File: src/sv/cts_pkg.sv
// Types, token codes and character tables for the C token scanner.
package cts_pkg;

  localparam int KW_MAX_LEN = 8;
  localparam int REC_MAX    = 3;

  localparam logic [6:0] K_BAD      = 7'd0;
  localparam logic [6:0] K_PERIOD   = 7'd5;
  localparam logic [6:0] K_ELLIPSIS = 7'd6;
  localparam logic [6:0] K_SHL_EQ   = 7'd27;
  localparam logic [6:0] K_SHL      = 7'd28;
  localparam logic [6:0] K_SHR_EQ   = 7'd31;
  localparam logic [6:0] K_SHR      = 7'd32;
  localparam logic [6:0] K_WS       = 7'd49;
  localparam logic [6:0] K_COMMENT  = 7'd50;
  localparam logic [6:0] K_IDENT    = 7'd51;
  localparam logic [6:0] K_KW0      = 7'd52;
  localparam logic [6:0] K_DEC      = 7'd84;
  localparam logic [6:0] K_OCT      = 7'd85;
  localparam logic [6:0] K_HEX      = 7'd86;
  localparam logic [6:0] K_FLT      = 7'd87;
  localparam logic [6:0] K_CHR      = 7'd88;
  localparam logic [6:0] K_STR      = 7'd89;

  localparam logic [7:0] PAIR_MORE  = 8'd255;

  localparam logic [2:0] D_NONE      = 3'd0;
  localparam logic [2:0] D_ILLEGAL   = 3'd1;
  localparam logic [2:0] D_EMPTY_EXP = 3'd2;
  localparam logic [2:0] D_EMPTY_HEX = 3'd3;
  localparam logic [2:0] D_BAD_ESC   = 3'd4;
  localparam logic [2:0] D_OPEN_CHR  = 3'd5;
  localparam logic [2:0] D_OPEN_STR  = 3'd6;
  localparam logic [2:0] D_OPEN_CMT  = 3'd7;

  // number flag bits
  localparam logic [3:0] NF_LEAD0 = 4'd1;
  localparam logic [3:0] NF_ONE   = 4'd2;
  localparam logic [3:0] NF_SPLIT = 4'd4;
  localparam logic [3:0] NF_LONG  = 4'd1;
  localparam logic [3:0] NF_UNS   = 4'd2;
  localparam logic [3:0] NF_DIGIT = 4'd1;

  typedef enum logic [25:0] {
    S_IDLE      = 26'd1 << 0,
    S_WS        = 26'd1 << 1,
    S_IDENT     = 26'd1 << 2,
    S_LPRE      = 26'd1 << 3,
    S_P1        = 26'd1 << 4,
    S_P2        = 26'd1 << 5,
    S_DOT1      = 26'd1 << 6,
    S_DOT2      = 26'd1 << 7,
    S_CMT       = 26'd1 << 8,
    S_CMT_STAR  = 26'd1 << 9,
    S_NUM       = 26'd1 << 10,
    S_HEX       = 26'd1 << 11,
    S_SUF       = 26'd1 << 12,
    S_FRAC      = 26'd1 << 13,
    S_EXPA_SIGN = 26'd1 << 14,
    S_EXPA_DIG  = 26'd1 << 15,
    S_AFTER_A   = 26'd1 << 16,
    S_EXPB_SIGN = 26'd1 << 17,
    S_EXPB_DIG  = 26'd1 << 18,
    S_FSUF      = 26'd1 << 19,
    S_CH_OPEN   = 26'd1 << 20,
    S_CH_CLOSE  = 26'd1 << 21,
    S_STR       = 26'd1 << 22,
    S_ESC       = 26'd1 << 23,
    S_ESC_OCT   = 26'd1 << 24,
    S_ESC_HEX   = 26'd1 << 25
  } mode_t;

  typedef struct packed {
    mode_t      mode;
    logic [7:0] held;
    logic [3:0] ilen;
    logic [2:0] diag;
    logic [3:0] nflags;
    logic [1:0] esc_cnt;
    logic [6:0] pend_kind;
    logic       esc_str;
  } scan_st_t;

  typedef struct packed {
    logic [6:0]  kind;
    logic [31:0] start_off;
    logic [31:0] end_off;
    logic [2:0]  diag;
    logic        last;
  } rec_t;

  typedef struct packed {
    logic [1:0]           cnt;
    rec_t [REC_MAX-1:0]   recs;
  } bundle_t;

  localparam logic [63:0] KW_TXT [32] = '{
    "auto", "break", "case", "char", "const", "continue", "default", "do",
    "double", "else", "enum", "extern", "float", "for", "goto", "if",
    "int", "long", "register", "return", "short", "signed", "sizeof",
    "static", "struct", "switch", "typedef", "union", "unsigned", "void",
    "volatile", "while"
  };

  localparam logic [3:0] KW_LEN [32] = '{
    4'd4, 4'd5, 4'd4, 4'd4, 4'd5, 4'd8, 4'd7, 4'd2,
    4'd6, 4'd4, 4'd4, 4'd6, 4'd5, 4'd3, 4'd4, 4'd2,
    4'd3, 4'd4, 4'd8, 4'd6, 4'd5, 4'd6, 4'd6,
    4'd6, 4'd6, 4'd6, 4'd7, 4'd5, 4'd8, 4'd4,
    4'd8, 4'd5
  };

  function automatic logic [6:0] kw_kind(logic [KW_MAX_LEN-1:0][7:0] ib, logic [3:0] il);
    logic [6:0]  k;
    logic        hit;
    logic [63:0] lit;
    k = K_IDENT;
    for (int i = 0; i < 32; i++) begin
      lit = KW_TXT[i] << (7'd64 - {KW_LEN[i], 3'b000});
      hit = (il == KW_LEN[i]);
      for (int j = 0; j < KW_MAX_LEN; j++) begin
        if ((4'(j) < KW_LEN[i]) && (ib[j] != lit[63 - 8*j -: 8])) hit = 1'b0;
      end
      if (hit) k = K_KW0 + 7'(i);
    end
    return k;
  endfunction

  function automatic logic [6:0] direct_kind(logic [7:0] c);
    unique case (c)
      "[":     return 7'd1;
      "]":     return 7'd2;
      "(":     return 7'd3;
      ")":     return 7'd4;
      "~":     return 7'd19;
      "?":     return 7'd41;
      ":":     return 7'd42;
      ",":     return 7'd43;
      "{":     return 7'd46;
      "}":     return 7'd47;
      ";":     return 7'd48;
      default: return K_BAD;
    endcase
  endfunction

  function automatic logic [6:0] single_kind(logic [7:0] c);
    unique case (c)
      "-":     return 7'd10;
      "+":     return 7'd13;
      "&":     return 7'd16;
      "*":     return 7'd18;
      "!":     return 7'd21;
      "/":     return 7'd23;
      "%":     return 7'd25;
      "<":     return 7'd29;
      ">":     return 7'd33;
      "=":     return 7'd35;
      "^":     return 7'd37;
      "|":     return 7'd40;
      "#":     return 7'd45;
      default: return K_BAD;
    endcase
  endfunction

  function automatic logic [7:0] pair_kind(logic [7:0] a, logic [7:0] b);
    unique case (a)
      "-":     return (b == ">") ? 8'd7 : (b == "-") ? 8'd8 : (b == "=") ? 8'd9 : 8'd0;
      "+":     return (b == "+") ? 8'd11 : (b == "=") ? 8'd12 : 8'd0;
      "&":     return (b == "&") ? 8'd14 : (b == "=") ? 8'd15 : 8'd0;
      "*":     return (b == "=") ? 8'd17 : 8'd0;
      "!":     return (b == "=") ? 8'd20 : 8'd0;
      "/":     return (b == "=") ? 8'd22 : 8'd0;
      "%":     return (b == "=") ? 8'd24 : 8'd0;
      "<":     return (b == "=") ? 8'd26 : (b == "<") ? PAIR_MORE : 8'd0;
      ">":     return (b == "=") ? 8'd30 : (b == ">") ? PAIR_MORE : 8'd0;
      "=":     return (b == "=") ? 8'd34 : 8'd0;
      "^":     return (b == "=") ? 8'd36 : 8'd0;
      "|":     return (b == "|") ? 8'd38 : (b == "=") ? 8'd39 : 8'd0;
      "#":     return (b == "#") ? 8'd44 : 8'd0;
      default: return 8'd0;
    endcase
  endfunction

endpackage

File: src/sv/cts_out_if.sv
// Token output channel: valid/ready handshake with one token record per item.
interface cts_out_if;
  logic        valid;
  logic        ready;
  logic [6:0]  token_kind;
  logic [31:0] start_offset;
  logic [31:0] end_offset;
  logic [2:0]  diag_code;
  logic        last_of_run;

  modport source (output valid, token_kind, start_offset, end_offset, diag_code,
                  last_of_run, input ready);
  modport sink   (input valid, token_kind, start_offset, end_offset, diag_code,
                  last_of_run, output ready);
endinterface

File: src/sv/cts_back.sv
// Back end: takes bundles from the queue and sends their records one at a time.
module cts_back (
  input  logic              clk,
  input  logic              rst,
  input  logic              nonempty,
  input  cts_pkg::bundle_t  head,
  output logic              pop,
  cts_out_if.source         tokens
);
  import cts_pkg::*;

  bundle_t     cur;
  logic        have;
  logic [1:0]  idx;
  logic        take;
  rec_t        rec;

  assign take = !have || (tokens.ready && (idx == (cur.cnt - 2'd1)));
  assign pop  = take && nonempty;
  assign rec  = cur.recs[idx];

  assign tokens.valid        = have;
  assign tokens.token_kind   = rec.kind;
  assign tokens.start_offset = rec.start_off;
  assign tokens.end_offset   = rec.end_off;
  assign tokens.diag_code    = rec.diag;
  assign tokens.last_of_run  = rec.last;

  always_ff @(posedge clk) begin
    if (rst) begin
      have <= 1'b0;
      idx  <= 2'd0;
    end else if (take) begin
      have <= nonempty;
      idx  <= 2'd0;
    end else if (tokens.ready) begin
      idx <= idx + 2'd1;
    end
  end

  always_ff @(posedge clk) begin
    if (take && nonempty) cur <= head;
  end

endmodule

File: src/flat_wrapper.sv
// flat-port wrapper written by rule: the top's interface ports become plain ports
module cts_back_flat import cts_pkg::*;
  (clk, rst, nonempty, head, pop, tokens_valid, tokens_token_kind, tokens_start_offset, tokens_end_offset, tokens_diag_code, tokens_last_of_run, tokens_ready);
  cts_out_if tokens_i ();
  input  logic clk;
  input  logic rst;
  input  logic nonempty;
  input  cts_pkg::bundle_t head;
  output logic pop;
  output wire logic [$bits(tokens_i.valid)-1:0] tokens_valid;
  output wire logic [$bits(tokens_i.token_kind)-1:0] tokens_token_kind;
  output wire logic [$bits(tokens_i.start_offset)-1:0] tokens_start_offset;
  output wire logic [$bits(tokens_i.end_offset)-1:0] tokens_end_offset;
  output wire logic [$bits(tokens_i.diag_code)-1:0] tokens_diag_code;
  output wire logic [$bits(tokens_i.last_of_run)-1:0] tokens_last_of_run;
  input wire logic [$bits(tokens_i.ready)-1:0] tokens_ready;
  assign tokens_valid = tokens_i.valid;
  assign tokens_token_kind = tokens_i.token_kind;
  assign tokens_start_offset = tokens_i.start_offset;
  assign tokens_end_offset = tokens_i.end_offset;
  assign tokens_diag_code = tokens_i.diag_code;
  assign tokens_last_of_run = tokens_i.last_of_run;
  assign tokens_i.ready = tokens_ready;
  cts_back u_core (.clk(clk), .rst(rst), .nonempty(nonempty), .head(head), .pop(pop), .tokens(tokens_i));
endmodule
File: config.mk
export PLATFORM = sky130hd
export DESIGN_NAME = cts_back_flat
export DESIGN_NICKNAME = d
export VERILOG_FILES = /design/src/sv/cts_pkg.sv /design/src/sv/cts_out_if.sv /design/src/sv/cts_back.sv /design/src/flat_wrapper.sv
export SDC_FILE = /design/constraint.sdc
export NUM_CORES = 1
export LEC_CHECK = 0
export BUFFER_PORTS_ARGS = -buffer_cell sky130_fd_sc_hd__buf_2
export CAP_MARGIN = 20
export CORE_MARGIN = 5
export CORE_UTILIZATION = 49
export CTS_CLUSTER_DIAMETER = 200
export DETAILED_ROUTE_END_ITERATION = 8
export PLACE_DENSITY = 0.79
export SYNTH_ARGS = -nofsm -noshare
export SYNTH_HDL_FRONTEND = slang
export SYNTH_SLANG_ARGS = --single-unit
File: constraint.sdc
create_clock -name clk -period 21.7 [get_ports clk]
set_clock_uncertainty 0.05 [all_clocks]
set_input_delay 4.34 -clock clk [delete_from_list [all_inputs] [get_ports clk]]
set_output_delay 4.34 -clock clk [all_outputs]
set_load 0.02 [all_outputs]
### Word level (Yosys, flattened, before mapping)

Index checks and enable logic that the tools add are counted.

* mux-type cells: 2
* eq/ne operators: 1
* $lt $le $gt $ge: 1
* add/subtract/negate cells: 2
* reductions and logical operators: 5

Operators with widths (count)
* $bmux 75 s2: 1
* $mux 75: 1
* $lt 2x3->1 const B: 1
* $add 2x1->2 const B: 1
* $eq 2x2->1: 1
* $logic_and 1x1->1: 2
* $reduce_or 2->1: 1
* $sub 2x1->2 const B: 1
* $logic_not 1->1: 1
* $logic_or 1x1->1: 1

* logic and storage cells: 29
* bits in registers: 230

### Depth between registers and ports, before layout

Gate-level depths: netlist (run 1).

* depth after elaboration: 5
* depth in mapped cells: 6
* depth with buffers taken out: 3

### Least setup slack after synthesis (run 1)

OpenSTA, ideal clock, no wires.

* path type: in2out
* start point: input nonempty
* end point: output pop
* setup slack: 1942 ps
* buffers on the path: 0
* data arrival time: 15368 ps
* stages: 2
* cells stage by stage: inv_1 o2bb2ai_1

* word-level cells in the longest chain between the ends: 1

Ends and longest elaborated chain
* start: declaration: line flat_wrapper.sv:7 `input logic nonempty;`
* $logic_and 1x1->1: line cts_back.sv:19 `assign pop = take && nonempty;`
* end: declaration: line flat_wrapper.sv:9 `output logic pop;`

Every way passes these cells.

### Final worst setup path (run 1)

* start point: input tokens_ready
* end point: output pop

* word-level cells in the longest chain between the ends: 3

Ends and longest elaborated chain
* start: declaration: line flat_wrapper.sv:16 `input wire logic [$bits(tokens_i.ready)-1:0] tokens_ready;`
* $logic_and 1x1->1: line cts_back.sv:18 `assign take = !have || (tokens.ready && (idx == (cur.cnt - 2'd1)));`
* $logic_or 1x1->1: line cts_back.sv:18
* $logic_and 1x1->1: line cts_back.sv:19

Every way passes these cells.

==> run_results.csv, run 1 <==
group,metric,value,unit
flow_run,drv_cap,0,
floorplan,core_area,17240,µm²
cts,cts_tree,"built",
synthesis,synth_area_per_cell,17.29,µm²
route,firstDrtPassIters,4,
hold_path,holdPathStages,2,
worst_setup_path,worst_r2r_path_depth,6,
place,routabilityCongestion,0.7890,
power,p_seq_share,55.0,%
final_layout,nets,1040,
sta,setup_viol,0,
worst_setup_path,worst_setup_path_start_kind,"input port",
synthesis,syn-num-nets,727,
worst_setup_path,crit_path_top_delay_cell,"buf_2",
worst_setup_path,cp_cell_sequence,"buf_2 -> and2_1 -> o2bb2ai_4 -> buf_2",
global_routing,grt_pass1_wl,28980,µm
outcome,status,"finished, final reports clean",
power,p_comb_share,8.8,%
synthesis,synth-seq-cells,230,
floorplan,die_w,142.3,µm
final_layout,diodes,0,
power,cell_internal_pwr,764.7,µW
global_routing,grt_pass1_vias,5506,
cts,insertion_delay,0.48,ns
power,powerDensity,88.96,nW/µm²
power,irDropWorstVdd,0.08240,mV
route,vias_per_cell,5.025,
worst_setup_path,worstPathMaxFanout,6,
sta,period_share,43.33,%
power,p_clk_share,36.2,%
cts,clock_sinks,230,
global_routing,grt_max_degree,83,
power,leakagePower,4.114,nW
worst_setup_path,cp_common_cell,"buf_2",
floorplan,num_rows,48,
route,route.detailed.wl_per_inst,18.52,µm
cts,hold_buffers,0,
sta,maxSlewHeadroom,30.33,%
floorplan,start_util,49.77,%
cts,numCtsBuffers,23,
worst_setup_path,crit_type,"input port to output port",
synthesis,synthTopCellsByArea,"edfxtp_1 79%, mux2i_1 8.9%, o21ai_0 3.7%, nand2_1 3.3%, buf_6 1.1%",
final_layout,nFillCells,1217,
synthesis,synth_top_area_share,79.46,%
route,drc_errors,0,
synthesis,seq_area_frac_synth,80.16,%
worst_setup_path,cp-end-kind,"output port",
sta,post-route-min-period,9.402,ns
power,swShare,21.61,%
sta,fin_setup_tns,0,ns
synthesis,yosysUniqueCellTypes,21,
cts,clk_pin_slew,0.06,ns
hold_path,hold_class,"register to register",
global_routing,grt_util_all_layers,18.41,%
cts,post_cts.repair.setup_buffers,0,
worst_setup_path,slowest_delay,0.20,ns
synthesis,synth_area_leader_cell,"edfxtp_1",
power,switchingPower,210.9,µW
floorplan,die_area,20250,µm²
synthesis,yosys_warnings,0,
worst_setup_path,worst-path-stages,4,
power,p_total,975.6,µW
cts,htree_levels,1,
global_routing,grt_antenna_before_repair,1,
final_layout,area_delta_synth_final,27.84,%
sta,rsz0062_at_grt,"no",
worst_setup_path,critical_path_required,17.31,ns
worst_setup_path,arrival,5.01,ns
place,numPortBuffers,307,
route,vias,5271,
sta,max_freq,106.4,MHz
route,first_iter_violations,248,
route,drt_wl_total,19420,µm
floorplan,die_h,142.3,µm
floorplan,io_pins,308,
route,ant_nets,0,
sta,maxSlewViolCount,0,
place,detailed_place_hpwl,13490,µm
sta,tightest_slew,1.045,ns
final_layout,drive_gt1_share,42.11,%
cts,clockBufferDepth,3,
worst_setup_path,path_buf_inv,2,
worst_setup_path,crit_family,"buffers and inverters",
sta,hold_viol,0,
cts,cts_resized,0,
synthesis,netlist_instances,496,
global_routing,grt_overflow,0,
cts,cts_root_buffer,"clkbuf_16",
synthesis,netlist_area,8578,µm²
==> power groups by stage <==
stage / logic, mW / clock network, mW / registers [mW]
after floorplan: 0.0452 / 0 / 0.557
after global placement: 0.0849 / 0 / 0.544
after detailed placement: 0.0868 / 0 / 0.546
after CTS: 0.0871 / 0.365 / 0.536
after global routing: 0.0930 / 0.386 / 0.538
final: 0.0858 / 0.354 / 0.536
==> final cells by class <==
type | instances | area, µm² | area share, %
Clock inverter | 14 | 87.58 | 0.7986
Timing Repair Buffer | 313 | 1582 | 14.42
Inverter | 1 | 3.754 | 0.03423
Tap cell | 225 | 281.5 | 2.567
Sequential cell | 230 | 6882 | 62.75
Clock buffer | 26 | 586.8 | 5.351
Multi-Input combinational cell | 240 | 1544 | 14.08
==> stage by stage <==
stage / instances / cell area [µm²] / hold WS, ns / setup WS, ns / utilization (%)
global placement: 1009 / 10290 / 0.5105 / 12.32 / 59.71
finish: 1049 / 10970 / 0.5207 / 12.30 / 63.63
detailed placement: 1009 / 10290 / 0.5257 / 12.30 / 59.71
floorplan: 496 / 8578 / 0.5275 / 1.942 / -
CTS: 1049 / 10970 / 0.5350 / 12.30 / 63.63
global route: 1049 / 10970 / 0.5559 / 12.28 / 63.63
==> per-layer routing <==
layer,part of all wire [%],wire length [µm],GRT usage (%)
met1,36,7020,21.46
met2,51,9975,32.30
met3,10,1954,6.384
met4,2.4,473,5.553
met5,0,0,0
==> sequential cells by signal (all words and copies together) (netlist names) <==
name	flops
u_core.cur	227
u_core.tokens.valid	1
u_core.idx	2
==> final timing paths <==
kind                         end           startpoint  slack (ns)
setup / recovery             pop         tokens_ready       12.30
hold / removal     u_core.idx[0]  u_core.tokens.valid        0.52
setup reg to reg  u_core.cur[82]        u_core.idx[0]       17.15
hold reg to reg    u_core.idx[0]  u_core.tokens.valid        0.52
==> layout by cell type, fill, tap and decap left out <==
master	instances
clkinv_2	4
bufinv_16	1
a311oi_1	1
nand2_1	76
clkbuf_1	3
xnor2_2	1
and2_1	1
clkinvlp_4	1
o21ai_1	12
nor2_1	1
dfxtp_1	1
xnor2_1	1
xor2_1	1
mux2i_1	76
inv_1	1
dfxtp_4	1
a211oi_1	2
o21ai_0	63
buf_4	6
buf_2	307
dfxtp_2	1
clkbuf_16	23
o2bb2ai_4	1
nand2b_1	3
clkinv_1	8
and2b_2	1
edfxtp_1	227
==> kinds of logic (layout without fill, tap and decap cells) <==
| logic type | Yosys count | in the layout | synth area share [%] |
|---|---|---|---|
| DFF | 230 | 230 | 80.16 |
| buffers and inverters | 26 | 354 | 2.071 |
| xor gates and xnor gates | 3 | 3 | 0.3939 |
| and+or+nand+nor | 82 | 82 | 3.749 |
| muxes | 76 | 76 | 8.868 |
| AOI/OAI and AO/OA | 79 | 79 | 4.755 |
==> cell usage after synthesis, drive strengths merged <==
| master | count |
|---|---|
| o2bb2ai | 1 |
| edfxtp | 227 |
| inv | 1 |
| o21ai | 75 |
| nand2b | 3 |
| and2 | 1 |
| xor2 | 1 |
| and2b | 1 |
| mux2i | 76 |
| a211oi | 2 |
| a311oi | 1 |
| nand2 | 76 |
| dfxtp | 3 |
| xnor2 | 2 |
| buf | 18 |
| clkbuf | 7 |
| nor2 | 1 |
==> worst reg2reg max path, stage by stage (launching register included) <==
cell and delay [ns]:
dfxtp_4 0.70, buf_4 0.82, nand2b_1 0.14, mux2i_1 0.48
o2bb2ai_4 0.20, buf_4 0.77, buf_4 0.91
Note: power is estimated with default switching activity, not from simulation.
==> run 2: changes to the inputs <==
==> constraint.sdc (replaced) <==
create_clock -name clk -period 9.1 [get_ports clk]
set_clock_uncertainty 0.05 [all_clocks]
set_input_delay 1.82 -clock clk [delete_from_list [all_inputs] [get_ports clk]]
set_output_delay 1.82 -clock clk [all_outputs]
set_load 0.02 [all_outputs]
==> run_results.csv, run 2 (same netlist as run 1, synthesis figures left out) <==
group,metric,value,unit
worst_setup_path,crit_path_top_delay_cell,"buf_4",
final_layout,largest_reg_flops,227,
worst_setup_path,cp_cell_sequence,"buf_2 -> and2_1 -> o2bb2ai_4 -> buf_4 -> buf_2",
sta,hold_viol,0,
sta,post-route-min-period,5.113,ns
route,vias,5302,
route,firstDrtPassIters,4,
power,leakagePower,4.169,nW
floorplan,core_area,17240,µm²
worst_setup_path,critical_path_required,7.23,ns
flow_run,drv_cap,0,
route,vias_per_cell,5.030,
cts,htree_levels,1,
place,numPortBuffers,307,
cts,clock_sinks,230,
floorplan,start_util,49.77,%
route,ant_nets,0,
place,routabilityCongestion,0.8491,
final_layout,area_delta_synth_final,29.32,%
global_routing,grt_max_degree,88,
worst_setup_path,cp_common_cell,"buf_2",
sta,max_freq,195.6,MHz
sta,maxSlewViolCount,0,
cts,insertion_delay,0.49,ns
global_routing,grt_pass1_wl,29260,µm
cts,clockBufferDepth,3,
cts,cts_resized,0,
hold_path,hold_class,"register to register",
route,route.detailed.wl_per_inst,18.90,µm
route,drt_wl_total,19920,µm
worst_setup_path,slowest_delay,0.64,ns
cts,clk_pin_slew,0.06,ns
worst_setup_path,crit_type,"input port to output port",
final_layout,nets,1041,
sta,fin_setup_tns,0,ns
worst_setup_path,arrival,3.24,ns
cts,hold_buffers,0,
worst_setup_path,worstPathMaxFanout,60,
floorplan,io_pins,308,
worst_setup_path,worst_setup_path_start_kind,"input port",
cts,post_cts.repair.setup_buffers,0,
final_layout,layout_commonest_cell,"buf_2",
sta,tightest_slew,1.042,ns
sta,period_share,56.18,%
outcome,status,"finished, final reports clean",
floorplan,die_area,20250,µm²
global_routing,grt_pass1_vias,5461,
route,first_iter_violations,303,
final_layout,top_register,"u_core.cur",
cts,cts_root_buffer,"clkbuf_16",
global_routing,grt_overflow,0,
global_routing,grt_util_all_layers,18.97,%
final_layout,drive_gt1_share,42.56,%
sta,rsz0062_at_grt,"no",
worst_setup_path,path_buf_inv,3,
sta,maxSlewHeadroom,30.56,%
floorplan,num_rows,48,
floorplan,die_h,142.3,µm
worst_setup_path,cp-end-kind,"output port",
final_layout,final_util,64.36,%
sta,setup_viol,0,
route,drc_errors,0,
final_layout,layout_common_cells,"307 x buf_2, 227 x edfxtp_1, 76 x mux2i_1, 76 x nand2_1, 63 x o21ai_0",
place,detailed_place_hpwl,13460,µm
cts,numCtsBuffers,24,
worst_setup_path,crit_family,"buffers and inverters",
cts,cts_tree,"built",
floorplan,die_w,142.3,µm
power,powerDensity,220.3,nW/µm²
power,irDropWorstVdd,0.2062,mV
global_routing,grt_antenna_before_repair,3,
==> run 2: cell types whose count changed in the layout (fill, tap and decap cells not counted) <==
cell       before  now
clkbuf_8        0    5
clkinv_2        4    0
clkinv_1        8    5
diode_2         0    2
bufinv_16       1    2
clkbuf_1        3    4
clkbuf_16      23   24
clkinv_8        0    1
inv_6           0    1
==> run 2: where the power goes <==
group | internal, mW | total, mW | switching, mW
clock network | 0.582 | 0.959 | 0.377
logic | 0.0789 | 0.205 | 0.126
registers | 1.26 | 1.28 | 0.0234
total | 1.92 | 2.44 | 0.526
==> run 2: through the flow <==
step | hold WS [ns] | setup WS [ns] | power, mW | std cells | area, µm²
floorplan | 0.5564 | 1.926 | 1.411 | 496 | 8597
global placement | 0.4838 | 4.047 | 1.500 | 1009 | 10290
detailed placement | 0.5149 | 4.012 | 1.509 | 1009 | 10290
CTS | 0.5229 | 4.009 | 2.473 | 1052 | 11090
global route | 0.5721 | 3.889 | 2.539 | 1054 | 11090
finish | 0.5431 | 3.987 | 2.444 | 1054 | 11090
==> run 2: worst register-to-register path, stage by stage (launching register included) <==
cell and delay, ns:
dfxtp_4 0.81, nand2b_1 0.11, mux2i_1 0.48, o2bb2ai_4 0.16, buf_4 0.64, buf_4 0.95
==> run 2: layer usage <==
| layer | track usage [%] | part of all wire [%] |
|---|---|---|
| met5 | 0 | 0.065 |
| met3 | 5.410 | 9.4 |
| met1 | 23.52 | 37 |
| met2 | 32.45 | 51 |
| met4 | 6.103 | 2.9 |
==> run 2: final timing paths <==
path,from,endpoint,slack [ns],depth (start not counted)
worst max-delay path,tokens_ready,pop,3.99,5
worst min-delay path,u_core.tokens.valid,u_core.idx[0],0.54,2
worst max register to register,u_core.idx[0],u_core.cur[82],5.50,5
worst min register to register,u_core.tokens.valid,u_core.idx[0],0.54,2
==> run 2: area by class of cell <==
class / count / area [µm²]
inverter: 1 / 3.754
fill: 1214 / 6143
timing repair buffer: 313 / 1582
tap: 225 / 281.5
sequential: 230 / 6882
antenna: 2 / 5.005
clock inverter: 10 / 111.4
clock buffer: 33 / 684.4
multi-input combinational: 240 / 1544
