==> src/sv/cts_pkg.sv <==
// Types, token codes and character tables for the C token scanner.
package cts_pkg;

  localparam int KW_MAX_LEN = 8;
  localparam int REC_MAX    = 3;

  localparam logic [6:0] K_BAD      = 7'd0;
  localparam logic [6:0] K_PERIOD   = 7'd5;
  localparam logic [6:0] K_ELLIPSIS = 7'd6;
  localparam logic [6:0] K_SHL_EQ   = 7'd27;
  localparam logic [6:0] K_SHL      = 7'd28;
  localparam logic [6:0] K_SHR_EQ   = 7'd31;
  localparam logic [6:0] K_SHR      = 7'd32;
  localparam logic [6:0] K_WS       = 7'd49;
  localparam logic [6:0] K_COMMENT  = 7'd50;
  localparam logic [6:0] K_IDENT    = 7'd51;
  localparam logic [6:0] K_KW0      = 7'd52;
  localparam logic [6:0] K_DEC      = 7'd84;
  localparam logic [6:0] K_OCT      = 7'd85;
  localparam logic [6:0] K_HEX      = 7'd86;
  localparam logic [6:0] K_FLT      = 7'd87;
  localparam logic [6:0] K_CHR      = 7'd88;
  localparam logic [6:0] K_STR      = 7'd89;

  localparam logic [7:0] PAIR_MORE  = 8'd255;

  localparam logic [2:0] D_NONE      = 3'd0;
  localparam logic [2:0] D_ILLEGAL   = 3'd1;
  localparam logic [2:0] D_EMPTY_EXP = 3'd2;
  localparam logic [2:0] D_EMPTY_HEX = 3'd3;
  localparam logic [2:0] D_BAD_ESC   = 3'd4;
  localparam logic [2:0] D_OPEN_CHR  = 3'd5;
  localparam logic [2:0] D_OPEN_STR  = 3'd6;
  localparam logic [2:0] D_OPEN_CMT  = 3'd7;

  // number flag bits
  localparam logic [3:0] NF_LEAD0 = 4'd1;
  localparam logic [3:0] NF_ONE   = 4'd2;
  localparam logic [3:0] NF_SPLIT = 4'd4;
  localparam logic [3:0] NF_LONG  = 4'd1;
  localparam logic [3:0] NF_UNS   = 4'd2;
  localparam logic [3:0] NF_DIGIT = 4'd1;

  typedef enum logic [25:0] {
    S_IDLE      = 26'd1 << 0,
    S_WS        = 26'd1 << 1,
    S_IDENT     = 26'd1 << 2,
    S_LPRE      = 26'd1 << 3,
    S_P1        = 26'd1 << 4,
    S_P2        = 26'd1 << 5,
    S_DOT1      = 26'd1 << 6,
    S_DOT2      = 26'd1 << 7,
    S_CMT       = 26'd1 << 8,
    S_CMT_STAR  = 26'd1 << 9,
    S_NUM       = 26'd1 << 10,
    S_HEX       = 26'd1 << 11,
    S_SUF       = 26'd1 << 12,
    S_FRAC      = 26'd1 << 13,
    S_EXPA_SIGN = 26'd1 << 14,
    S_EXPA_DIG  = 26'd1 << 15,
    S_AFTER_A   = 26'd1 << 16,
    S_EXPB_SIGN = 26'd1 << 17,
    S_EXPB_DIG  = 26'd1 << 18,
    S_FSUF      = 26'd1 << 19,
    S_CH_OPEN   = 26'd1 << 20,
    S_CH_CLOSE  = 26'd1 << 21,
    S_STR       = 26'd1 << 22,
    S_ESC       = 26'd1 << 23,
    S_ESC_OCT   = 26'd1 << 24,
    S_ESC_HEX   = 26'd1 << 25
  } mode_t;

  typedef struct packed {
    mode_t      mode;
    logic [7:0] held;
    logic [3:0] ilen;
    logic [2:0] diag;
    logic [3:0] nflags;
    logic [1:0] esc_cnt;
    logic [6:0] pend_kind;
    logic       esc_str;
  } scan_st_t;

  typedef struct packed {
    logic [6:0]  kind;
    logic [31:0] start_off;
    logic [31:0] end_off;
    logic [2:0]  diag;
    logic        last;
  } rec_t;

  typedef struct packed {
    logic [1:0]           cnt;
    rec_t [REC_MAX-1:0]   recs;
  } bundle_t;

  localparam logic [63:0] KW_TXT [32] = '{
    "auto", "break", "case", "char", "const", "continue", "default", "do",
    "double", "else", "enum", "extern", "float", "for", "goto", "if",
    "int", "long", "register", "return", "short", "signed", "sizeof",
    "static", "struct", "switch", "typedef", "union", "unsigned", "void",
    "volatile", "while"
  };

  localparam logic [3:0] KW_LEN [32] = '{
    4'd4, 4'd5, 4'd4, 4'd4, 4'd5, 4'd8, 4'd7, 4'd2,
    4'd6, 4'd4, 4'd4, 4'd6, 4'd5, 4'd3, 4'd4, 4'd2,
    4'd3, 4'd4, 4'd8, 4'd6, 4'd5, 4'd6, 4'd6,
    4'd6, 4'd6, 4'd6, 4'd7, 4'd5, 4'd8, 4'd4,
    4'd8, 4'd5
  };

  function automatic logic [6:0] kw_kind(logic [KW_MAX_LEN-1:0][7:0] ib, logic [3:0] il);
    logic [6:0]  k;
    logic        hit;
    logic [63:0] lit;
    k = K_IDENT;
    for (int i = 0; i < 32; i++) begin
      lit = KW_TXT[i] << (7'd64 - {KW_LEN[i], 3'b000});
      hit = (il == KW_LEN[i]);
      for (int j = 0; j < KW_MAX_LEN; j++) begin
        if ((4'(j) < KW_LEN[i]) && (ib[j] != lit[63 - 8*j -: 8])) hit = 1'b0;
      end
      if (hit) k = K_KW0 + 7'(i);
    end
    return k;
  endfunction

  function automatic logic [6:0] direct_kind(logic [7:0] c);
    unique case (c)
      "[":     return 7'd1;
      "]":     return 7'd2;
      "(":     return 7'd3;
      ")":     return 7'd4;
      "~":     return 7'd19;
      "?":     return 7'd41;
      ":":     return 7'd42;
      ",":     return 7'd43;
      "{":     return 7'd46;
      "}":     return 7'd47;
      ";":     return 7'd48;
      default: return K_BAD;
    endcase
  endfunction

  function automatic logic [6:0] single_kind(logic [7:0] c);
    unique case (c)
      "-":     return 7'd10;
      "+":     return 7'd13;
      "&":     return 7'd16;
      "*":     return 7'd18;
      "!":     return 7'd21;
      "/":     return 7'd23;
      "%":     return 7'd25;
      "<":     return 7'd29;
      ">":     return 7'd33;
      "=":     return 7'd35;
      "^":     return 7'd37;
      "|":     return 7'd40;
      "#":     return 7'd45;
      default: return K_BAD;
    endcase
  endfunction

  function automatic logic [7:0] pair_kind(logic [7:0] a, logic [7:0] b);
    unique case (a)
      "-":     return (b == ">") ? 8'd7 : (b == "-") ? 8'd8 : (b == "=") ? 8'd9 : 8'd0;
      "+":     return (b == "+") ? 8'd11 : (b == "=") ? 8'd12 : 8'd0;
      "&":     return (b == "&") ? 8'd14 : (b == "=") ? 8'd15 : 8'd0;
      "*":     return (b == "=") ? 8'd17 : 8'd0;
      "!":     return (b == "=") ? 8'd20 : 8'd0;
      "/":     return (b == "=") ? 8'd22 : 8'd0;
      "%":     return (b == "=") ? 8'd24 : 8'd0;
      "<":     return (b == "=") ? 8'd26 : (b == "<") ? PAIR_MORE : 8'd0;
      ">":     return (b == "=") ? 8'd30 : (b == ">") ? PAIR_MORE : 8'd0;
      "=":     return (b == "=") ? 8'd34 : 8'd0;
      "^":     return (b == "=") ? 8'd36 : 8'd0;
      "|":     return (b == "|") ? 8'd38 : (b == "=") ? 8'd39 : 8'd0;
      "#":     return (b == "#") ? 8'd44 : 8'd0;
      default: return 8'd0;
    endcase
  endfunction

endpackage

==> src/sv/cts_queue.sv <==
// Small bundle queue between the scanner front end and the record serializer.
module cts_queue (
  input  logic              clk,
  input  logic              rst,
  input  logic              push,
  input  cts_pkg::bundle_t  push_data,
  output logic              full,
  input  logic              pop,
  output logic              nonempty,
  output cts_pkg::bundle_t  head
);
  import cts_pkg::*;

  localparam int DEPTH = 4;
  localparam int AW    = $clog2(DEPTH);

  bundle_t         mem [DEPTH];
  logic [AW-1:0]   wr_ptr, rd_ptr;
  logic [AW:0]     count;
  logic            do_pop;

  assign full     = (count == (AW+1)'(DEPTH));
  assign nonempty = (count != '0);
  assign head     = mem[rd_ptr];
  assign do_pop   = pop && nonempty;

  always_ff @(posedge clk) begin
    if (push) mem[wr_ptr] <= push_data;
  end

  always_ff @(posedge clk) begin
    if (rst) begin
      wr_ptr <= '0;
      rd_ptr <= '0;
      count  <= '0;
    end else begin
      if (push) wr_ptr <= wr_ptr + AW'(1);
      if (do_pop) rd_ptr <= rd_ptr + AW'(1);
      count <= count + (AW+1)'(push) - (AW+1)'(do_pop);
    end
  end

endmodule

==> config.mk <==
export PLATFORM = sky130hd
export DESIGN_NAME = cts_queue
export DESIGN_NICKNAME = d
export VERILOG_FILES = /design/src/sv/cts_pkg.sv /design/src/sv/cts_queue.sv
export SDC_FILE = /design/constraint.sdc
export NUM_CORES = 1
export LEC_CHECK = 0
export BUFFER_PORTS_ARGS = -buffer_cell sky130_fd_sc_hd__buf_2
export CAP_MARGIN = 0
export CORE_UTILIZATION = 23
export CTS_BUF_LIST = sky130_fd_sc_hd__clkbuf_16
export DETAILED_ROUTE_END_ITERATION = 16
export SETUP_SLACK_MARGIN = 0.5
export SLEW_MARGIN = 0
export SYNTH_ARGS = -nofsm -noshare
export SYNTH_HDL_FRONTEND = slang
export SYNTH_SLANG_ARGS = --single-unit
==> constraint.sdc <==
create_clock -name clk -period 8.5 [get_ports clk]
set_input_delay 1.275 -clock clk [delete_from_list [all_inputs] [get_ports clk]]
set_output_delay 1.275 -clock clk [all_outputs]
set_load 0.02 [all_outputs]
; ---- Word level (Yosys, flattened, before mapping)
; Memories as Yosys holds them, arrays and structs flattened. A register that Yosys moved wholly into a read port is not among the register bits.
; Index checks and enable logic that the tools add are counted.
; W data, S select, Z words.
[classes]
add_sub_neg = 4
n_eq_ne = 1
n_mux = 4
reduce_logical = 2
[ops]
columns = op, n
row1 = $add A2 B1 Y2 const B, 2
row2 = $mux W2, 2
row3 = $add A3 B1 Y3, 1
row4 = $eq A3 B3 Y1 const B, 1
row5 = $reduce_bool A3 Y1, 1
row6 = $sub A3 B1 Y3, 1
row7 = $mux W1, 2
row8 = $logic_and A1 B1 Y1, 1
[word_totals]
ff_bits = 7
ram_bits = 908
inputBits = 231
output_inout_bits = 229
word_cells = 15
memories = 1
[memory_table]
columns = name, words, width, read_ports, rd_ports_with_merged_regs, write_ports, line_no
row1 = mem, 4, 227, 1, 1, 1, cts_queue.sv:17  ; bundle_t mem [DEPTH];

; ---- Logic depth before layout (Yosys ltp)
; Gate-level depths: netlist of run 1.
[depth]
depth_word = 4
mapped_depth = 7

; ---- Least setup slack after synthesis of run 1
; Ideal clock, no wire load.
[synth_timing]
path_kind = input-to-reg
start = in push
end = mem mem[0][0] (netlist bit), enable pin
setup_ps = 615
t_arrival_ps = 6414
t_required_ps = 7885
setup_slack_ps = 1471
cell_stages = 1
cell_sequence = and2_1
[synth_via]
elab_chain_cells = 2
[synth_lines]
columns = element, line_no
row1 = from (decl), cts_queue.sv:5  ; input logic push,
row2 = $mux W1, cts_queue.sv:28  ; if (push) mem[wr_ptr] <= push_data;
row3 = $mux W1 (not written as such), cts_queue.sv:28
row4 = to (decl), cts_queue.sv:17
; No other way between the ends.

==> results of run 1 <==
-- cells in the final DEF, fill, tap and decap left out, drive strengths merged, types with 3 or more instances in the layout --
cell type / n
inv: 35
dfxtp: 9
clkinv: 36
ha: 6
mux2: 3
nor2: 5
clkbuf: 96
clkinvlp: 6
edfxtp: 908
and2: 4
buf: 474
bufinv: 6
diode: 3
mux4: 227
nor2b: 4
-- worst min-delay path, cell delays in order, from the launching register on --
cell     delay [ns]
dfxtp_1        0.34
mux2i_1        0.15
nor2_1         0.05
-- kinds of logic after synthesis --
group,after synthesis
flip-flops,917
AO/OA/AOI/OAI,2
XOR/XNOR,2
adder cells (fa/ha/maj),7
AND/OR/NAND/NOR,15
multiplexers,231
buffers and inverters,57
-- through the flow --
step	hold WS, ns	cells	setup slack, ns	utilization, %	cell area, um^2
finish	0.5815	3720	4.231	28.64	40750
global route	0.6066	3719	3.959	28.64	40750
CTS	0.5810	3717	4.034	28.64	40740
detailed placement	0.5643	3544	4.669	26.53	37740
global placement	0.5474	3544	4.717	26.53	37740
floorplan	0.5136	1231	1.471	-	33150
-- state kept, by name, indices dropped and copies added (netlist names), named ones only --
signal,cells
rd_ptr,2
mem,908
wr_ptr,2
count,3
-- cell usage after synthesis (all sizes together) --
cell type and n:
nor2b 4, fa 1, nor2 5, xor3 1, mux2 3, o311ai 1, clkbuf 3, or3 1
buf 48, o31a 1, dfxtp 9, inv 6, edfxtp 908, ha 6, xnor2 1, mux4 227
and3 1, and2 4, mux2i 1
-- worst max-delay path by stage --
stage	start	end	slack (ns)	depth (start not counted)
floorplan	push	mem[0][0]$_DFFE_PP_	1.47	1
global placement	push	mem[3][199]$_DFFE_PP_	4.72	4
detailed placement	push	mem[3][15]$_DFFE_PP_	4.67	4
CTS	flip-flop	head[93]	4.03	3
global route	flip-flop	head[93]	3.96	3
finish	flip-flop	head[93]	4.23	3
-- layer usage --
layer	wire [um]	vias up
met5	205	-
met4	1672	32
met3	7082	141
met2	34930	518
met1	28350	7769
li1	-	6426
-- power groups by stage --
stage / Clock (mW) / Combinational [mW] / Sequential [mW]
global route: 4.28 / 2.33 / 5.31
detailed placement: 0 / 2.24 / 5.39
floorplan: 0 / 1.52 / 5.38
global placement: 0 / 2.22 / 5.37
finish: 3.97 / 2.18 / 5.29
CTS: 4.12 / 2.25 / 5.29
-- final cells by class --
class                           count  area [um^2]
Inverter                            6        22.52
Fill cell                       13907       101500
Antenna cell                        3        7.507
Clock buffer                       96         2402
Tap cell                         1890         2365
Timing Repair Buffer              474         2510
Multi-Input combinational cell    257         5393
Clock inverter                     77        595.6
Sequential cell                   917        27450
==> impl_metrics.env, run 1 <==
export IMPL_dp_hpwl_um=44600
export IMPL_dr_pass1_iters=5
export IMPL_worstMarginPinSlew_ns=1.267
export IMPL_holdPathStages=2
export IMPL_leakagePower_nw=13.21
export IMPL_synth_adder_area_share_pct=0.2868
export IMPL_die_y_um=381.7
export IMPL_synth_area_top_cells="edfxtp_1, mux4_2, dfxtp_1"
export IMPL_clock_latency_ns=0.69
export IMPL_finalWirelength_um=72240
export IMPL_busiest_layer="met2"
export IMPL_drc=0
export IMPL_use_met3_pct=4.044
export IMPL_synth_compound_area_share_pct=0.05284
export IMPL_yosys_warnings=0
export IMPL_dieWidth_um=381.7
export IMPL_critPathKind="reg2out"
export IMPL_cpPeakStageDelay_ns=0.79
export IMPL_htree_levels=3
export IMPL_grt_usage_pct=9.765
export IMPL_grtUsageMet1_pct=11.67
export IMPL_io_buffer_count=459
export IMPL_drv_slew=0
export IMPL_cts_buffer_depth=3
export IMPL_syn_mean_instance_area_um2=26.93
export IMPL_max_freq_ghz=0.2343
export IMPL_drv_cap=0
export IMPL_cts_buffers=96
export IMPL_via_count=14886
export IMPL_powerDensity_mw_per_mm2=280.7
export IMPL_initial_core_util_pct=23.30
export IMPL_p_switching_mw=3.076
export IMPL_synth_area_mux_share_pct=15.55
export IMPL_dieArea_mm2=0.1457
export IMPL_crit_family="buffers and inverters"
export IMPL_grt_pass1_vias=15951
export IMPL_seq_power_share_pct=46.2
export IMPL_synth_simple_area_share_pct=0.2453
export IMPL_critPathBufInv=2
export IMPL_required_ns=7.22
export IMPL_ir_drop_v=0.0002989
export IMPL_arrival_ns=2.99
export IMPL_hp_start="wr_ptr[1]$_SDFFE_PP0P_"
export IMPL_startpoint_type="flip-flop"
export IMPL_row_count=138
export IMPL_power_mw=11.44
export IMPL_internal_power_mw=8.362
export IMPL_crit_chain="buf_4 -> mux4_2 -> buf_2"
export IMPL_nets=1990
export IMPL_critPathMaxFanout=48
export IMPL_min_period_ns=4.269
export IMPL_fin_skew_ns=0.02754
export IMPL_rsz0062_at_grt="false"
export IMPL_antenna_found_initial=27
export IMPL_r2r_start="wr_ptr[0]$_SDFFE_PP0P_"
export IMPL_cp_end_kind="output port"
export IMPL_ys_ff_latch=917
export IMPL_drtAntennaViolNets=0
export IMPL_hold_viol=0
export IMPL_yosysTopAreaCellShare_pct=82.25
export IMPL_cts_hold_buf=0
export IMPL_pwr_share_comb_pct=19.1
export IMPL_cts_root_buf="clkbuf_16"
export IMPL_syn_inst=1231
export IMPL_synth_top_family_by_area="multiplexers"
export IMPL_ctsResizeCount=0
export IMPL_finalSetupViolCount=0
export IMPL_period_share_pct=50.22
export IMPL_r2r_end="mem[3][214]$_DFFE_PP_"
export IMPL_syn_area_mm2=0.03315
export IMPL_cp_slowest_cell="buf_4"
export IMPL_core_mm2=0.1423
export IMPL_avgRoutedWirePerCell_um=19.42
export IMPL_drtIter0Drc=818
export IMPL_clkPwrFrac_pct=34.7
export IMPL_slew_limit_headroom_pct=15.55
export IMPL_reg2reg_slack_ns=5.76
export IMPL_area_growth_pct=22.92
export IMPL_gr_usage_met2_pct=15.75
export IMPL_synth_xor_area_share_pct=0.09813
export IMPL_ys_types=22
export IMPL_cts_setup_buffers=0
export IMPL_hold_path_class="reg2reg"
export IMPL_vias_per_cell=4.002
export IMPL_gp_congestion=0.7200
export IMPL_cts_clk_slew_worst_paths_ns=0.06
export IMPL_syn_num_nets=1469
export IMPL_ios=460
export IMPL_rr_worst_depth=4
export IMPL_status="completed"
export IMPL_synth_largest_area_cell="edfxtp_1"
export IMPL_cts_tree="built"
export IMPL_switching_share_pct=26.89
export IMPL_grt_start_max_net_pins=129
export IMPL_overflow=0
export IMPL_fin_setup_tns_ns=0
export IMPL_drive_above_1_share_pct=46.09
export IMPL_cts_sinks=917
export IMPL_hold_end="wr_ptr[1]$_SDFFE_PP0P_"
export IMPL_seq_area_frac_synth_pct=82.79
export IMPL_grt_first_pass_wirelength_um=105700
(Power assumes the default switching activity.)
==> inputs of run 2 (changes only) <==
- clock period: 8.5 -> 3.48 ns (I/O delays scaled with it)
==> impl_metrics.env, run 2 (synthesized netlist as in run 1, its figures left out) <==
export IMPL_dp_cells=3601
export IMPL_path_depth=4
export IMPL_max_freq_ghz=0.3487
export IMPL_holdPathStages=1
export IMPL_cts_clk_slew_worst_paths_ns=0.06
export IMPL_p_switching_mw=7.748
export IMPL_dieWidth_um=381.7
export IMPL_drc=0
export IMPL_clkPwrFrac_pct=34.6
export IMPL_arrival_ns=2.35
export IMPL_critPathKind="reg2out"
export IMPL_core_mm2=0.1423
export IMPL_slew_limit_headroom_pct=50.98
export IMPL_drv_slew=0
export IMPL_fin_area_mm2=0.04417
export IMPL_initial_core_util_pct=23.30
export IMPL_fin_skew_ns=0.01951
export IMPL_antenna_found_initial=6
export IMPL_required_ns=2.96
export IMPL_via_count=16223
export IMPL_grt_first_pass_wirelength_um=116600
export IMPL_grt_start_max_net_pins=80
export IMPL_cts_buffers=94
export IMPL_fin_setup_tns_ns=0
export IMPL_critPathMaxFanout=12
export IMPL_gp_congestion=0.7389
export IMPL_nets=2283
export IMPL_io_buffer_count=459
export IMPL_hold_viol=0
export IMPL_crit_family="buffers and inverters"
export IMPL_area_growth_pct=33.24
export IMPL_dp_hpwl_um=49880
export IMPL_vias_per_cell=4.040
export IMPL_period_share_pct=82.40
export IMPL_drtIter0Drc=1017
export IMPL_cp_end_kind="output port"
export IMPL_cts_sinks=917
export IMPL_most_common_layout_cells="edfxtp_1, buf_2, mux4_2, dlygate4sd3_1, clkbuf_16"
export IMPL_htree_levels=3
export IMPL_die_y_um=381.7
export IMPL_hold_path_class="in2reg"
export IMPL_grt_usage_pct=10.73
export IMPL_dieArea_mm2=0.1457
export IMPL_fill_cells=13568
export IMPL_final_common_cell="edfxtp_1"
export IMPL_dr_pass1_iters=5
export IMPL_drtAntennaViolNets=0
export IMPL_ios=460
export IMPL_cts_tree="built"
export IMPL_r2r_end="mem[0][121]$_DFFE_PP_"
export IMPL_finalWirelength_um=78510
export IMPL_status="completed"
export IMPL_worstSetupEndpoint="head[73]"
export IMPL_worstMarginPinSlew_ns=0.7352
export IMPL_grt_pass1_vias=18211
export IMPL_finalSetupViolCount=0
export IMPL_cpPeakStageDelay_ns=0.57
export IMPL_regArea_mm2=0.02745
export IMPL_internal_power_mw=21.41
export IMPL_leakagePower_nw=14.74
export IMPL_avgRoutedWirePerCell_um=19.55
export IMPL_r2r_start="wr_ptr[0]$_SDFFE_PP0P_"
export IMPL_cp_slowest_cell="mux4_2"
export IMPL_largest_reg_flops=908
export IMPL_cts_root_buf="clkbuf_16"
export IMPL_multi_input_comb_area_mm2=0.005393
export IMPL_cts_buffer_depth=3
export IMPL_power_mw=29.16
export IMPL_overflow=0
export IMPL_reg2reg_slack_ns=1.51
export IMPL_min_period_ns=2.868
export IMPL_reg_top3="mem x908, count x3"
export IMPL_rr_worst_depth=5
export IMPL_ir_drop_v=0.0004659
export IMPL_crit_chain="buf_16 -> buf_4 -> mux4_2 -> buf_2"
export IMPL_pwr_share_comb_pct=21.3
export IMPL_startpoint_type="flip-flop"
export IMPL_largest_register="mem"
export IMPL_critPathBufInv=3
export IMPL_row_count=138
export IMPL_switching_share_pct=26.58
export IMPL_clock_latency_ns=0.69
export IMPL_drv_cap=0
export IMPL_placed_area_mm2=0.03843
export IMPL_stdcell_count=4016
export IMPL_rsz0062_at_grt="false"
export IMPL_powerDensity_mw_per_mm2=660.1
export IMPL_seq_power_share_pct=44.1
export IMPL_drive_above_1_share_pct=43.31
==> run 2: changes by cell type in the layout (fill, tap and decap cells not counted), sizes merged <==
| cell | previous run | this run |
|---|---|---|
| clkinvlp | 6 | 3 |
| clkinv | 36 | 44 |
| bufinv | 6 | 12 |
| inv | 35 | 26 |
| bufbuf | 0 | 3 |
| buf | 474 | 541 |
| diode | 3 | 2 |
| dlygate4sd3 | 0 | 225 |
==> run 2: area by class of cell <==
| class | count | area share, % |
|---|---|---|
| diodes | 2 | 0.01133 |
| clock buffers | 96 | 5.439 |
| clock inverters | 79 | 1.649 |
| inverters | 6 | 0.05099 |
| multi-input cells | 257 | 12.21 |
| flip-flops and latches | 917 | 62.15 |
| well taps | 1890 | 5.354 |
| repair buffers | 769 | 13.13 |
==> run 2: power groups by stage <==
stage / Sequential [mW] / Clock, mW / Combinational, mW
finish: 12.9 / 10.1 / 6.20
global route: 12.9 / 10.8 / 6.60
CTS: 12.9 / 10.4 / 6.37
detailed placement: 13.1 / 0 / 5.73
global placement: 13.1 / 0 / 5.67
floorplan: 13.0 / 0 / 3.73
==> run 2: how the worst min path moves through the flow <==
| stage | slack, ns | to | startpoint |
|---|---|---|---|
| after floorplan | 0.51 | wr_ptr[1]$_SDFFE_PP0P_ | wr_ptr[1]$_SDFFE_PP0P_ |
| after global placement | 0.53 | wr_ptr[1]$_SDFFE_PP0P_ | wr_ptr[1]$_SDFFE_PP0P_ |
| after detailed placement | 0.55 | wr_ptr[0]$_SDFFE_PP0P_ | wr_ptr[0]$_SDFFE_PP0P_ |
| after CTS | 0.01 | mem[2][19]$_DFFE_PP_ | push_data[19] |
| after global routing | 0.04 | mem[3][54]$_DFFE_PP_ | push_data[54] |
| final | 0.1 | mem[2][19]$_DFFE_PP_ | push_data[19] |
==> run 2: worst register-to-register path, stage by stage, from the launching register on <==
cell and delay (ns):
dfxtp_1 0.35, inv_1 0.10, ha_1 0.15, and2_4 0.37
buf_12 0.29, buf_4 0.39
==> run 2: metrics by stage <==
stage	utilization [%]	hold WS, ns	worst slack [ns]
finish	31.05	0.09834	0.6125
global route	31.05	0.04212	0.5028
CTS	31.04	0.01184	0.4800
detailed placement	27.01	0.5544	1.052
global placement	27.01	0.5300	1.073
floorplan	-	0.5136	0.9042
==> run 2: layer usage <==
metal	vias up	wire (um)	track usage, %
met5	-	57	0
met4	8	1924	3.385
met2	515	39890	18.26
met1	8559	31240	12.95
met3	120	5406	3.244
li1	7021	-	-
==> run 2: timing repair <==
action | 4_1_cts | 5_1_grt
endpoints found under the hold margin | 900 | 0
gates resized for setup | 18 | 2
buffers inserted | 6 | 0
hold buffers | 225 | 0
setup endpoints to repair | 169 | 2
cloned | 7 | 0
==> inputs of run 3 (changes only) <==
- clock period: 3.48 -> 2.4 ns (I/O delays scaled with it)
==> impl_metrics.env, run 3 (synthesized netlist as in run 1, its figures left out) <==
export IMPL_cts_buffers=96
export IMPL_cp_slowest_cell="mux4_2"
export IMPL_leakagePower_nw=15.35
export IMPL_hold_path_class="in2reg"
export IMPL_rsz0062_at_grt="true"
export IMPL_row_count=138
export IMPL_status="finished with violations"
export IMPL_cts_tree="built"
export IMPL_die_y_um=381.7
export IMPL_hold_viol=0
export IMPL_final_common_cell="edfxtp_1"
export IMPL_grt_pass1_vias=18004
export IMPL_place_ws_ns=0.3656
export IMPL_finalSetupViolCount=227
export IMPL_drtIter0Drc=924
export IMPL_violations="negative setup slack"
export IMPL_max_freq_ghz=0.3719
export IMPL_post_route_util_pct=32.22
export IMPL_crit_family="buffers and inverters"
export IMPL_avgRoutedWirePerCell_um=19.31
export IMPL_slew_limit_headroom_pct=71.69
export IMPL_nets=2318
export IMPL_powerDensity_mw_per_mm2=963.6
export IMPL_overflow=0
export IMPL_io_buffer_count=459
export IMPL_fill_cells=13406
export IMPL_min_period_ns=2.689
export IMPL_antenna_found_initial=7
export IMPL_ios=460
export IMPL_critPathKind="reg2out"
export IMPL_arrival_ns=2.33
export IMPL_drv_cap=0
export IMPL_cpPeakStageDelay_ns=0.54
export IMPL_dp_hpwl_um=47800
export IMPL_cts_root_buf="clkbuf_16"
export IMPL_drv_slew=0
export IMPL_finalWirelength_um=78260
export IMPL_period_share_pct=112.1
export IMPL_finalWorstSetupSlack_ns=-0.2892
export IMPL_drc=0
export IMPL_core_mm2=0.1423
export IMPL_required_ns=2.04
export IMPL_vias_per_cell=4.042
export IMPL_cts_clk_slew_worst_paths_ns=0.06
export IMPL_most_common_layout_cells="edfxtp_1, buf_2, dlygate4sd3_1, mux4_2, buf_6"
export IMPL_initial_core_util_pct=23.30
export IMPL_largest_register="mem"
export IMPL_power_mw=44.18
export IMPL_critPathBufInv=4
export IMPL_dieArea_mm2=0.1457
export IMPL_drive_above_1_share_pct=44.35
export IMPL_grt_first_pass_wirelength_um=114000
export IMPL_cp_end_kind="output port"
export IMPL_fin_skew_ns=0.02462
export IMPL_via_count=16383
export IMPL_clock_latency_ns=0.68
export IMPL_dr_pass1_iters=5
export IMPL_placed_area_mm2=0.03855
export IMPL_cts_buffer_depth=3
export IMPL_critPathMaxFanout=7
export IMPL_ir_drop_v=0.0007360
export IMPL_fin_hold_ws_ns=0.4228
export IMPL_grt_usage_pct=10.38
export IMPL_worstMarginPinSlew_ns=0.4247
export IMPL_crit_chain="buf_16 -> buf_12 -> clkbuf_16 -> mux4_2 -> buf_6"
export IMPL_dieWidth_um=381.7
export IMPL_grt_start_max_net_pins=56
export IMPL_gp_congestion=0.7440
export IMPL_startpoint_type="flip-flop"
export IMPL_reg_top3="mem x908, count x3"
export IMPL_cts_sinks=917
export IMPL_htree_levels=3
export IMPL_area_growth_pct=38.29
export IMPL_largest_reg_flops=908
export IMPL_drtAntennaViolNets=0
export IMPL_fin_area_mm2=0.04584
## run 3: cell count changes in the layout (fill, tap and decap cells not counted), sizes merged
cell,change
buf,+21
clkbuf,+10
inv,+9
dlygate4sd3,+6
bufinv,-5
bufbuf,-3
clkinv,-3
clkinvlp,+1
diode,+1
## run 3: layout make-up
type / count / area [um^2] / area share (%)
Antenna cell: 3 / 7.507 / 0.01638
Clock buffer: 97 / 2427 / 5.295
Clock inverter: 81 / 643.1 / 1.403
Inverter: 6 / 22.52 / 0.04913
Multi-Input combinational cell: 257 / 5415 / 11.81
Sequential cell: 917 / 27470 / 59.92
Tap cell: 1890 / 2365 / 5.158
Timing Repair Buffer: 802 / 7496 / 16.35
## run 3: path summary, 6_finish.rpt
kind | startpoint | endpoint | slack [ns] | depth (start not counted)
setup / recovery | flip-flop | head[30] | -0.29 | 5
hold / removal | push_data[200] | mem[3][200]$_DFFE_PP_ | 0.42 | 2
setup reg to reg | count[1]$_SDFF_PP0_ | count[2]$_SDFF_PP0_ | 0.49 | 7
hold reg to reg | wr_ptr[1]$_SDFFE_PP0P_ | wr_ptr[1]$_SDFFE_PP0P_ | 0.56 | 2
## run 3: per-layer routing
| metal | vias to the layer above | GRT usage, % | share of wire (%) |
|---|---|---|---|
| met2 | 606 | 17.38 | 50 |
| met5 | - | 0 | 0.054 |
| met1 | 8549 | 12.54 | 40 |
| met4 | 6 | 3.585 | 2.4 |
| li1 | 7093 | - | - |
| met3 | 129 | 3.301 | 8.1 |
## run 3: power breakdown
part | internal [mW] | switching (mW) | total, mW
sequential | 18.4 | 0.205 | 18.7
clock | 8.16 | 6.18 | 14.3
combinational | 5.80 | 5.38 | 11.2
## run 3: metrics by stage
stage          std cells  setup TNS (ns)
6_report            4053          -49.37
5_1_grt             4050          -74.05
4_1_cts             4031          -71.83
3_5_place_dp        3606               0
3_3_place_gp        3606               0
2_1_floorplan       1231         -121.52
## run 3: repair_timing
| action | CTS | global route |
|---|---|---|
| gates cloned | 6 | 10 |
| resized for setup | 233 | 180 |
| pin swaps | 5 | 3 |
| setup buffers | 10 | 9 |
| hold endpoints to repair | 915 | 0 |
| hold buffers | 231 | 0 |
| endpoints found under the setup margin | 231 | 230 |
